===== config.mk =====
export PLATFORM = sky130hd
export DESIGN_NAME = capture_frequency_meter_core
export DESIGN_NICKNAME = d
export VERILOG_FILES = /design/src/rtl/core/cfm_pkg.sv /design/src/rtl/core/capture_frequency_meter_core.sv
export SDC_FILE = /design/constraint.sdc
export NUM_CORES = 1
export LEC_CHECK = 0
export ABC_AREA = 1
export ABC_CLOCK_PERIOD_IN_PS = 3600
export BUFFER_PORTS_ARGS = -buffer_cell sky130_fd_sc_hd__buf_2
export CAP_MARGIN = 40
export CORE_UTILIZATION = 25
export CTS_BUF_LIST = sky130_fd_sc_hd__clkbuf_2
export DETAILED_ROUTE_END_ITERATION = 8
export GPL_ROUTABILITY_DRIVEN = 1
export HOLD_SLACK_MARGIN = 0.12
export PLACE_DENSITY = 0.5
export SLEW_MARGIN = 5
export SYNTH_ARGS = -nofsm -noshare
export SYNTH_HDL_FRONTEND = slang
export SYNTH_SLANG_ARGS = --single-unit
export TNS_END_PERCENT = 100

===== constraint.sdc =====
create_clock -name clock -period 3.6 [get_ports clock]
set_input_delay 0.72 -clock clock [delete_from_list [all_inputs] [get_ports clock]]
set_output_delay 0.72 -clock clock [all_outputs]
set_load 0.01 [all_outputs]

===== src/rtl/core/cfm_pkg.sv =====
package cfm_pkg;

   localparam int TICK_HZ_DEFAULT = 100000;
   localparam int STAMP_BITS_DEFAULT = 16;
   localparam int CENTI_SCALE = 100;
   localparam int PPM_MAX = 255;

   localparam logic [7:0] PPM_RESET = 8'd4;
   localparam logic [15:0] FREQ_MAX = 16'hFFFF;
   localparam logic [15:0] WRAP_MAX = 16'hFFFF;

   localparam logic MODE_CAPTURE = 1'b0;
   localparam logic MODE_WRAP = 1'b1;

   typedef struct packed {
      logic        mode;
      logic [15:0] capture_stamp;
   } req_payload_type;

   typedef struct packed {
      logic [15:0] freq_centi_hz;
      logic [31:0] elapsed_ticks;
      logic        saturated;
   } rsp_payload_type;

endpackage


===== src/rtl/core/capture_frequency_meter_core.sv =====
// Frequency meter fed by timer events.
// req channel: one item per timer event, either a capture edge with its timer
// stamp or a timer wrap. csr channel: one write sets pulses_per_measure; it is
// always ready and takes effect for the next event.
// An event that does not close a measurement is absorbed without leaving
// idle and gives no result. A capture that closes a measurement yields one
// rsp item: the multiplier step forms the numerator, then a shift and
// subtract unit runs one quotient bit a cycle over the numerator width
// (32 bits at the default tick rate), then the final step loads the output
// register and raises rsp_valid; req_ready is low meanwhile.
// The output register holds the result until the receiver takes it. While it
// waits, events that do not close a measurement are still accepted; a closing
// one runs its division and then waits in the final step for the register.
// Reset clears the measurement state, empties the output register and sets
// pulses_per_measure to 4.
module capture_frequency_meter_core
   import cfm_pkg::*;
#(
   parameter int TICK_HZ = TICK_HZ_DEFAULT,
   parameter int STAMP_BITS = STAMP_BITS_DEFAULT
) (
   input  logic            clock,
   input  logic            reset,
   input  logic            req_valid,
   output logic            req_ready,
   input  req_payload_type req_data,
   output logic            rsp_valid,
   input  logic            rsp_ready,
   output rsp_payload_type rsp_data,
   input  logic            csr_valid,
   output logic            csr_ready,
   input  logic [7:0]      csr_data
);

   localparam longint CENTI_TICKS = longint'(TICK_HZ) * longint'(CENTI_SCALE);
   localparam int NUM_BITS = $clog2(longint'(PPM_MAX) * CENTI_TICKS + 64'd1);
   localparam int CNT_BITS = $clog2(NUM_BITS);
   localparam logic [63:0] STAMP_MASK = (64'd1 << STAMP_BITS) - 64'd1;
   localparam logic [NUM_BITS-1:0] CENTI_TICKS_W = CENTI_TICKS[NUM_BITS-1:0];
   localparam logic [CNT_BITS-1:0] CNT_LAST = CNT_BITS'(NUM_BITS - 1);

   typedef enum logic [1:0] {
      ST_IDLE,
      ST_MUL,
      ST_DIV,
      ST_FIN
   } state_type;

   state_type             state_ff, state_in;
   logic [7:0]            ppm_ff, ppm_in;
   logic [7:0]            edge_count_ff, edge_count_in;
   logic [15:0]           start_stamp_ff, start_stamp_in;
   logic [15:0]           wrap_count_ff, wrap_count_in;
   logic [31:0]           span_ff, span_in;
   logic [31:0]           rem_ff, rem_in;
   logic [NUM_BITS-1:0]   quo_ff, quo_in;
   logic [CNT_BITS-1:0]   count_ff, count_in;
   logic                  rsp_valid_ff, rsp_valid_in;
   rsp_payload_type       rsp_data_ff, rsp_data_in;

   logic                  req_fire;
   logic                  closing;
   logic [15:0]           stamp_masked;
   logic [15:0]           eff_start;
   logic [15:0]           eff_wrap;
   logic [63:0]           wrap_term;
   logic [32:0]           rem_shift;
   logic [32:0]           rem_diff;
   logic                  qbit;
   logic                  freq_over;

   assign req_ready = (state_ff == ST_IDLE);
   assign csr_ready = 1'b1;
   assign rsp_valid = rsp_valid_ff;
   assign rsp_data = rsp_data_ff;

   assign req_fire = req_valid && req_ready;
   assign stamp_masked = req_data.capture_stamp & STAMP_MASK[15:0];
   assign eff_start = (edge_count_ff == 8'd0) ? stamp_masked : start_stamp_ff;
   assign eff_wrap = (edge_count_ff == 8'd0) ? 16'd0 : wrap_count_ff;
   assign wrap_term = {48'd0, eff_wrap} << STAMP_BITS;
   assign closing = (req_data.mode == MODE_CAPTURE) && (edge_count_ff >= ppm_ff);

   assign rem_shift = {rem_ff, quo_ff[NUM_BITS-1]};
   assign rem_diff = rem_shift - {1'b0, span_ff};
   assign qbit = !rem_diff[32];
   assign freq_over = (quo_ff[NUM_BITS-1:16] != '0);

   always_comb begin
      state_in = state_ff;
      ppm_in = ppm_ff;
      edge_count_in = edge_count_ff;
      start_stamp_in = start_stamp_ff;
      wrap_count_in = wrap_count_ff;
      span_in = span_ff;
      rem_in = rem_ff;
      quo_in = quo_ff;
      count_in = count_ff;
      rsp_valid_in = rsp_valid_ff;
      rsp_data_in = rsp_data_ff;

      if (rsp_valid_ff && rsp_ready) begin
         rsp_valid_in = 1'b0;
      end
      if (csr_valid && csr_ready) begin
         ppm_in = csr_data;
      end

      unique case (state_ff)
         ST_IDLE: begin
            if (req_fire) begin
               if (req_data.mode == MODE_WRAP) begin
                  if (edge_count_ff != 8'd0 && wrap_count_ff != WRAP_MAX) begin
                     wrap_count_in = wrap_count_ff + 16'd1;
                  end
               end else if (closing) begin
                  span_in = wrap_term[31:0] + {16'd0, stamp_masked} - {16'd0, eff_start};
                  edge_count_in = 8'd0;
                  wrap_count_in = 16'd0;
                  state_in = ST_MUL;
               end else begin
                  start_stamp_in = eff_start;
                  wrap_count_in = eff_wrap;
                  edge_count_in = edge_count_ff + 8'd1;
               end
            end
         end
         ST_MUL: begin
            quo_in = NUM_BITS'(ppm_ff) * CENTI_TICKS_W;
            rem_in = 32'd0;
            count_in = CNT_LAST;
            state_in = ST_DIV;
         end
         ST_DIV: begin
            rem_in = qbit ? rem_diff[31:0] : rem_shift[31:0];
            quo_in = {quo_ff[NUM_BITS-2:0], qbit};
            count_in = count_ff - CNT_BITS'(1);
            if (count_ff == '0) begin
               state_in = ST_FIN;
            end
         end
         ST_FIN: begin
            if (!rsp_valid_ff || rsp_ready) begin
               rsp_valid_in = 1'b1;
               rsp_data_in.elapsed_ticks = span_ff;
               if (span_ff == 32'd0 || freq_over) begin
                  rsp_data_in.freq_centi_hz = FREQ_MAX;
                  rsp_data_in.saturated = 1'b1;
               end else begin
                  rsp_data_in.freq_centi_hz = quo_ff[15:0];
                  rsp_data_in.saturated = 1'b0;
               end
               state_in = ST_IDLE;
            end
         end
         default: begin
            state_in = ST_IDLE;
         end
      endcase
   end

   always_ff @(posedge clock) begin
      span_ff <= span_in;
      rem_ff <= rem_in;
      quo_ff <= quo_in;
      count_ff <= count_in;
      rsp_data_ff <= rsp_data_in;
      if (reset) begin
         state_ff <= ST_IDLE;
         ppm_ff <= PPM_RESET;
         edge_count_ff <= 8'd0;
         start_stamp_ff <= 16'd0;
         wrap_count_ff <= 16'd0;
         rsp_valid_ff <= 1'b0;
      end else begin
         state_ff <= state_in;
         ppm_ff <= ppm_in;
         edge_count_ff <= edge_count_in;
         start_stamp_ff <= start_stamp_in;
         wrap_count_ff <= wrap_count_in;
         rsp_valid_ff <= rsp_valid_in;
      end
   end

   a_rem_below_span: assert property (@(posedge clock) disable iff (reset)
      (state_ff == ST_DIV && span_ff != 32'd0) |-> (rem_ff < span_ff))
      else $error("division remainder not below divisor");

   a_close_starts_mul: assert property (@(posedge clock) disable iff (reset)
      (req_fire && closing) |=> (state_ff == ST_MUL && edge_count_ff == 8'd0))
      else $error("closing capture did not start the computation");

   a_fin_loads_output: assert property (@(posedge clock) disable iff (reset)
      (state_ff == ST_FIN && (!rsp_valid_ff || rsp_ready))
      |=> (rsp_valid_ff && state_ff == ST_IDLE))
      else $error("result not loaded into free output register");

   a_no_wraps_when_closed: assert property (@(posedge clock) disable iff (reset)
      (edge_count_ff == 8'd0) |-> (wrap_count_ff == 16'd0))
      else $error("wraps counted with no measurement open");

endmodule

* Yosys cells after proc, flatten, opt, wreduce, memory -nomap -nowiden
Index checks and enable logic that the tools add are counted.
** Word-level totals
- Output and inout bits :: 52
- Bits in registers :: 201
- Input port bits :: 30
- Word-level logic and storage cells :: 74
** Operators by class
- Multipliers :: 1
- Reduce and logical (&&, ||, !) cells :: 21
- Equal/unequal tests :: 10
- Mux-type cells :: 20
- $add $sub $neg :: 6
- $lt $le $gt $ge :: 1
- Bitwise operators :: 2
** Operators by type and width (number)
- $pmux W32 S2 :: 2
- $mux W16 :: 5
- $sub A33 B32 Y33 :: 1
- $add A32 B16 Y32 :: 1
- $logic_not A32 Y1 :: 1
- $mux W32 :: 1
- $sub A32 B16 Y32 :: 1
- $mul A8 B17 Y25 const B :: 1
- $add A16 B1 Y16 const B :: 1
- $ne A16 B16 Y1 const B :: 1
- $reduce_bool A16 Y1 :: 1
- $mux W2 :: 5
- $pmux W5 S2 :: 1
- $add A8 B1 Y8 const B :: 1
- $ge A8 B8 Y1 :: 1
- $logic_not A8 Y1 :: 1
- $mux W8 :: 1
- $pmux W2 S4 :: 1
- $reduce_and A4 Y1 :: 2
- $reduce_bool A8 Y1 :: 1
- $ne A2 B1 Y1 const B :: 3
- $ne A2 B2 Y1 const B :: 3
- $reduce_and A3 Y1 :: 2
- $logic_not A5 Y1 :: 1
- other kinds (12) :: 22

* Logic depth before layout (Yosys ltp)
- Depth in word-level cells :: 6
- Depth in mapped cells :: 21
- Gate-level depth less buffers :: 20

* Worst setup path before layout
OpenSTA, ideal clock, no wires.
- Path type :: flip-flop to flip-flop
- From :: reg ppm_ff[6]
- To :: reg quo_ff[19] (data pin)
- Stages on the path, launching flop included :: 14
- Path buffers :: 0
- Setup time :: 0.254 ns
- Period minus slack after synthesis :: 3.798 ns
- Required time :: 3.346 ns
- Data arrival time :: 3.544 ns
- Path slack :: -0.198 ns
- Cell sequence :: dfxtp_1 -> inv_1 -> ha_1 -> inv_1 -> fa_1 -> fa_1 -> fa_1 -> ha_1 -> a21oi_1 -> o21ai_0 -> a21o_1 -> or2_2 -> nand3_1 -> nand2_1
** Between the ends
- Word-level cells in the longest chain between the ends :: 2
** RTL lines
- start: declaration :: RTL line capture_frequency_meter_core.sv:50 : logic [7:0] ppm_ff, ppm_in;
- start signal: assignment :: RTL line capture_frequency_meter_core.sv:177 : ppm_ff <= ppm_in;
- $mul A8 B17 Y25 :: RTL line capture_frequency_meter_core.sv:129 : quo_in = NUM_BITS'(ppm_ff) * CENTI_TICKS_W;
- $pmux W32 S2 :: RTL line capture_frequency_meter_core.sv:109 : unique case (state_ff)
- net quo_in[19] :: RTL line capture_frequency_meter_core.sv:56 : logic [NUM_BITS-1:0] quo_ff, quo_in;
- end signal: assignment :: RTL line capture_frequency_meter_core.sv:165 : quo_ff <= quo_in;
- end: declaration :: RTL line capture_frequency_meter_core.sv:56
The timed path passes the listed nets, and every way through them passes these cells.
A chain may end at the register's enable or synchronous reset.

* Final worst setup path
- From :: reg ppm_ff[7]
- To :: reg quo_ff[23] (data pin)
The elaborated chain is that of the path after synthesis.

==> impl_metrics.yaml <==
status:
  failing_checks: "setup timing"
  status: "complete, but fails checks"
critical_path:
  capture_point_of_the_worst_reg_to_reg_path: "quo_ff[23]"
  startpoint: "ppm_ff[7]"
  startpoint_type: "flop"
  timing.critical_path.to_type: "flop"
  worstPathArrival_ns: 4.30
  reg2reg_from: "ppm_ff[7]"
  worst_path_largest_cell_delay_ns: 0.56
  worst_ep_required_time_ns: 4.27
  cp_slowest_cell: "sky130_fd_sc_hd__fa_1"
  worstSetupPathType: "reg2reg"
  timing.critical_path.fanout_max: 5
  timing.critical_path.mode_cell: "sky130_fd_sc_hd__ha_4"
  r2r.worst_path.cells: 16
  reg2reg_setup_slack_ns: -0.03
  timing.critical_path.cells: "buf_6 > ha_4 > xor2_2 > ha_4 > a21o_1 > fa_1 > fa_1 > ha_4 > nand2_4 > buf_6 > nor2_4 > buf_4 > and3_4 > nor2_4 > xor2_1 > o21ai_1"
timing:
  setup_violations: 3
  rsz_0062_raised_after_global_routing: "yes"
  worst_pin_slew_ns: 0.893
  clock.fmax_ghz: 0.275
  final_period_minus_worst_setup_slack_ns: 3.63
  post-route-period-util: 1.01
  fin_ws_ns: -0.0303
  final_hold_viols: 0
  slew-limit-headroom: 0.405
  hold_slack_ns: 0.282
  clock_skew_ns: 0.112
  timing.final.max_slew_violations: 0
layout:
  drive_above_1_share: 0.152
  finish.cell_count_without_fillers: 3006
  final_design_area_no_fill_um2: 17800
  nNetsFinal: 2377
  sequential_cell_area_um2: 5550
  post-route-util: 0.303
  area_growth_pct: 19.9
  multiInputGateArea_um2: 8350
  fill_cells: 6324
power_and_ir_drop:
  power_switching_w: 0.00550
  power.ir.vdd_worst_v: 0.000232
  internal_power_component_w: 0.00624
  static-leakage-power_nw: 8.53
  switching_share: 0.469
  clkPwrFrac: 0.137
  power_density_nw_per_um2: 659
  comb_power_share: 0.554
  pwr-share-seq: 0.308
clock_tree:
  clock_tree.root_cell: "sky130_fd_sc_hd__clkbuf_2"
  tritoncts: "yes"
  cts-root-to-sink-buffers: 3
  clk_latency_ns: 1.01
  clk_transition_reported_paths_ns: 0.09
  cts.sink_count: 201
  numCtsBuffers: 58
  htree_levels: 2
floorplanning:
  rows: 89
  fp.coreArea_um2: 58900
  die_width_um: 246
  pin_count: 82
  chipHeight_um: 246
  start_util: 0.252
  floorplan.die_area_um2: 60500
worst_hold_path:
  worst_hold_path.endpoint: "start_stamp_ff[11]"
  launch_instance_of_the_worst_min_delay_path: "req_data[11]"
  hp-class: "in2reg"
  whs_path_depth: 5
global_routing:
  grt_start_max_net_pins: 69
  track_usage: 0.143
  globalRoute.totalOverflow: 0
  grt_pass1_wl_um: 68200
  number_of_antenna_violations_at_the_first_check_in_global_routing: 5
  vias_in_the_first_global_route: 12900
logic_synthesis:
  synth-edff-count: 150
  post_synthesis_cell_count: 1999
  synth_async_sr_flop_share: 0
  mappedNetlistNets: 2183
  synthTopCellsByArea: "sky130_fd_sc_hd__edfxtp_1 (30%), sky130_fd_sc_hd__nand2_1 (14%), sky130_fd_sc_hd__ha_1 (11%), sky130_fd_sc_hd__inv_1 (8.4%), sky130_fd_sc_hd__dfxtp_1 (6.9%)"
  synth_largest_type_area_fraction: 0.303
  netlist_top_cells_count: "sky130_fd_sc_hd__nand2_1 (555), sky130_fd_sc_hd__inv_1 (333), sky130_fd_sc_hd__nor2_1 (230)"
  post-synth-top-count-cell: "sky130_fd_sc_hd__nand2_1"
  synth-main-ff-cell: "sky130_fd_sc_hd__edfxtp_1"
  synthDominantAreaCellType: "sky130_fd_sc_hd__edfxtp_1"
  synth-seq-cells: 201
  synth_area_per_cell_um2: 7.44
  yosys.cell_types.count: 51
  netlist_area_um2: 14900
  synth_seq_area_share: 0.371
  yosys_warning_count: 0
flow_run:
  cap_viol_max_count: 0
routing:
  wl_um: 43000
  post_drt_wl_per_cell_um: 14.3
  viasPerCell: 4.36
  postRouteAntennaNets: 0
  first_iter_violations: 595
  number_of_drc_violations_after_detailed_routing: 0
  drt_pre_antenna_iters: 5
  num_vias: 13100
placement:
  placedInstanceArea_um2: 16500
  gp_congestion: 0.852
  port_buffers: 80
  placement.setup.worst_slack_ns: -0.214
  post-dp-hpwl_um: 34000
  dp.cells: 2870
-- worst max path at each step --
stage / end / slack [ns] / cells past startpoint
4_1_cts: quo_ff[25] / -0.03 / 17
2_1_floorplan: quo_ff[19] / 0.02 / 13
6_report: quo_ff[23] / -0.03 / 16
3_3_place_gp: quo_ff[24] / -0.24 / 15
5_1_grt: quo_ff[25] / -0.15 / 19
3_5_place_dp: quo_ff[24] / -0.21 / 15
-- cell families after synthesis --
group	after synthesis	synth area share
and+or+nand+nor	969	0.270
buffers and inverters	373	0.0984
AOI/OAI and AO/OA	252	0.0912
DFF	201	0.371
adders and majority gates	154	0.140
xor gates and xnor gates	49	0.0289
other	1	0.000252
-- critical path, delay by kind of cell (launching register included) --
family / cells / cell delay (ns)
DFF: 1 / 0.38
buffers and inverters: 3 / 0.36
and+or+nand+nor: 4 / 0.36
AOI/OAI and AO/OA: 2 / 0.24
adders and majority gates: 5 / 1.69
xor gates and xnor gates: 2 / 0.31
-- layout make-up --
cell class	count	share of cell area
clock inverters	20	0.00491
inverters	338	0.0714
clock buffers	77	0.0216
well taps	773	0.0542
repair buffers	169	0.0679
multi-input cells	1425	0.468
flip-flops and latches	201	0.311
diodes	3	0.000421
-- per-layer routing --
layer | up-vias | share of wire | global-route usage
li1 | 6844 | - | -
met1 | 5988 | 0.49 | 0.193
met2 | 205 | 0.44 | 0.227
met3 | 65 | 0.038 | 0.0255
met4 | 4 | 0.027 | 0.0501
met5 | - | 0.00053 | 0
-- state kept, by name, indices dropped and copies added (netlist names) --
register and count:
start_stamp_ff 16, quo_ff 32, count_ff 5, rsp_data 49
edge_count_ff 8, wrap_count_ff 16, ppm_ff 8, state_ff 2
rsp_valid 1, rem_ff 32, span_ff 32
-- cell usage in the layout, fill, tap and decap left out, drive strengths merged, types with 3 or more instances in the layout --
cell	n
nand2	565
inv	335
nor2	242
edfxtp	150
buf	144
ha	134
o21ai	109
a21oi	107
nand3	83
clkbuf	77
dfxtp	51
xor2	38
nor3	26
dlygate4sd3	25
clkinv	23
nand4	20
fa	20
nand3b	13
a21o	12
xnor2	11
nor4	9
o21bai	8
or2	6
o21a	5
diode	3
-- repair_timing --
item,in CTS,in global routing
gates cloned,0,0
hold endpoints to repair,23,0
pin swaps,12,28
hold buffers,25,0
endpoints found under the setup margin,16,22
gates resized for setup,49,64
buffers inserted,2,9
-- metrics by stage --
stage,setup TNS [ns],power (W)
2_1_floorplan,0,0.00809
3_3_place_gp,-1.36,0.00974
3_5_place_dp,-1.88,0.00979
4_1_cts,-0.0404,0.0117
5_1_grt,-1.27,0.0129
6_report,-0.0486,0.0117
-- power groups by stage --
stage               clock [W]  combinational, W  sequential [W]
global route          0.00185           0.00738         0.00370
detailed placement          0           0.00611         0.00367
CTS                   0.00174           0.00633         0.00363
finish                0.00161           0.00651         0.00362
floorplan                   0           0.00449         0.00360
global placement            0           0.00608         0.00366
Note: power is estimated with default switching activity, not from simulation.
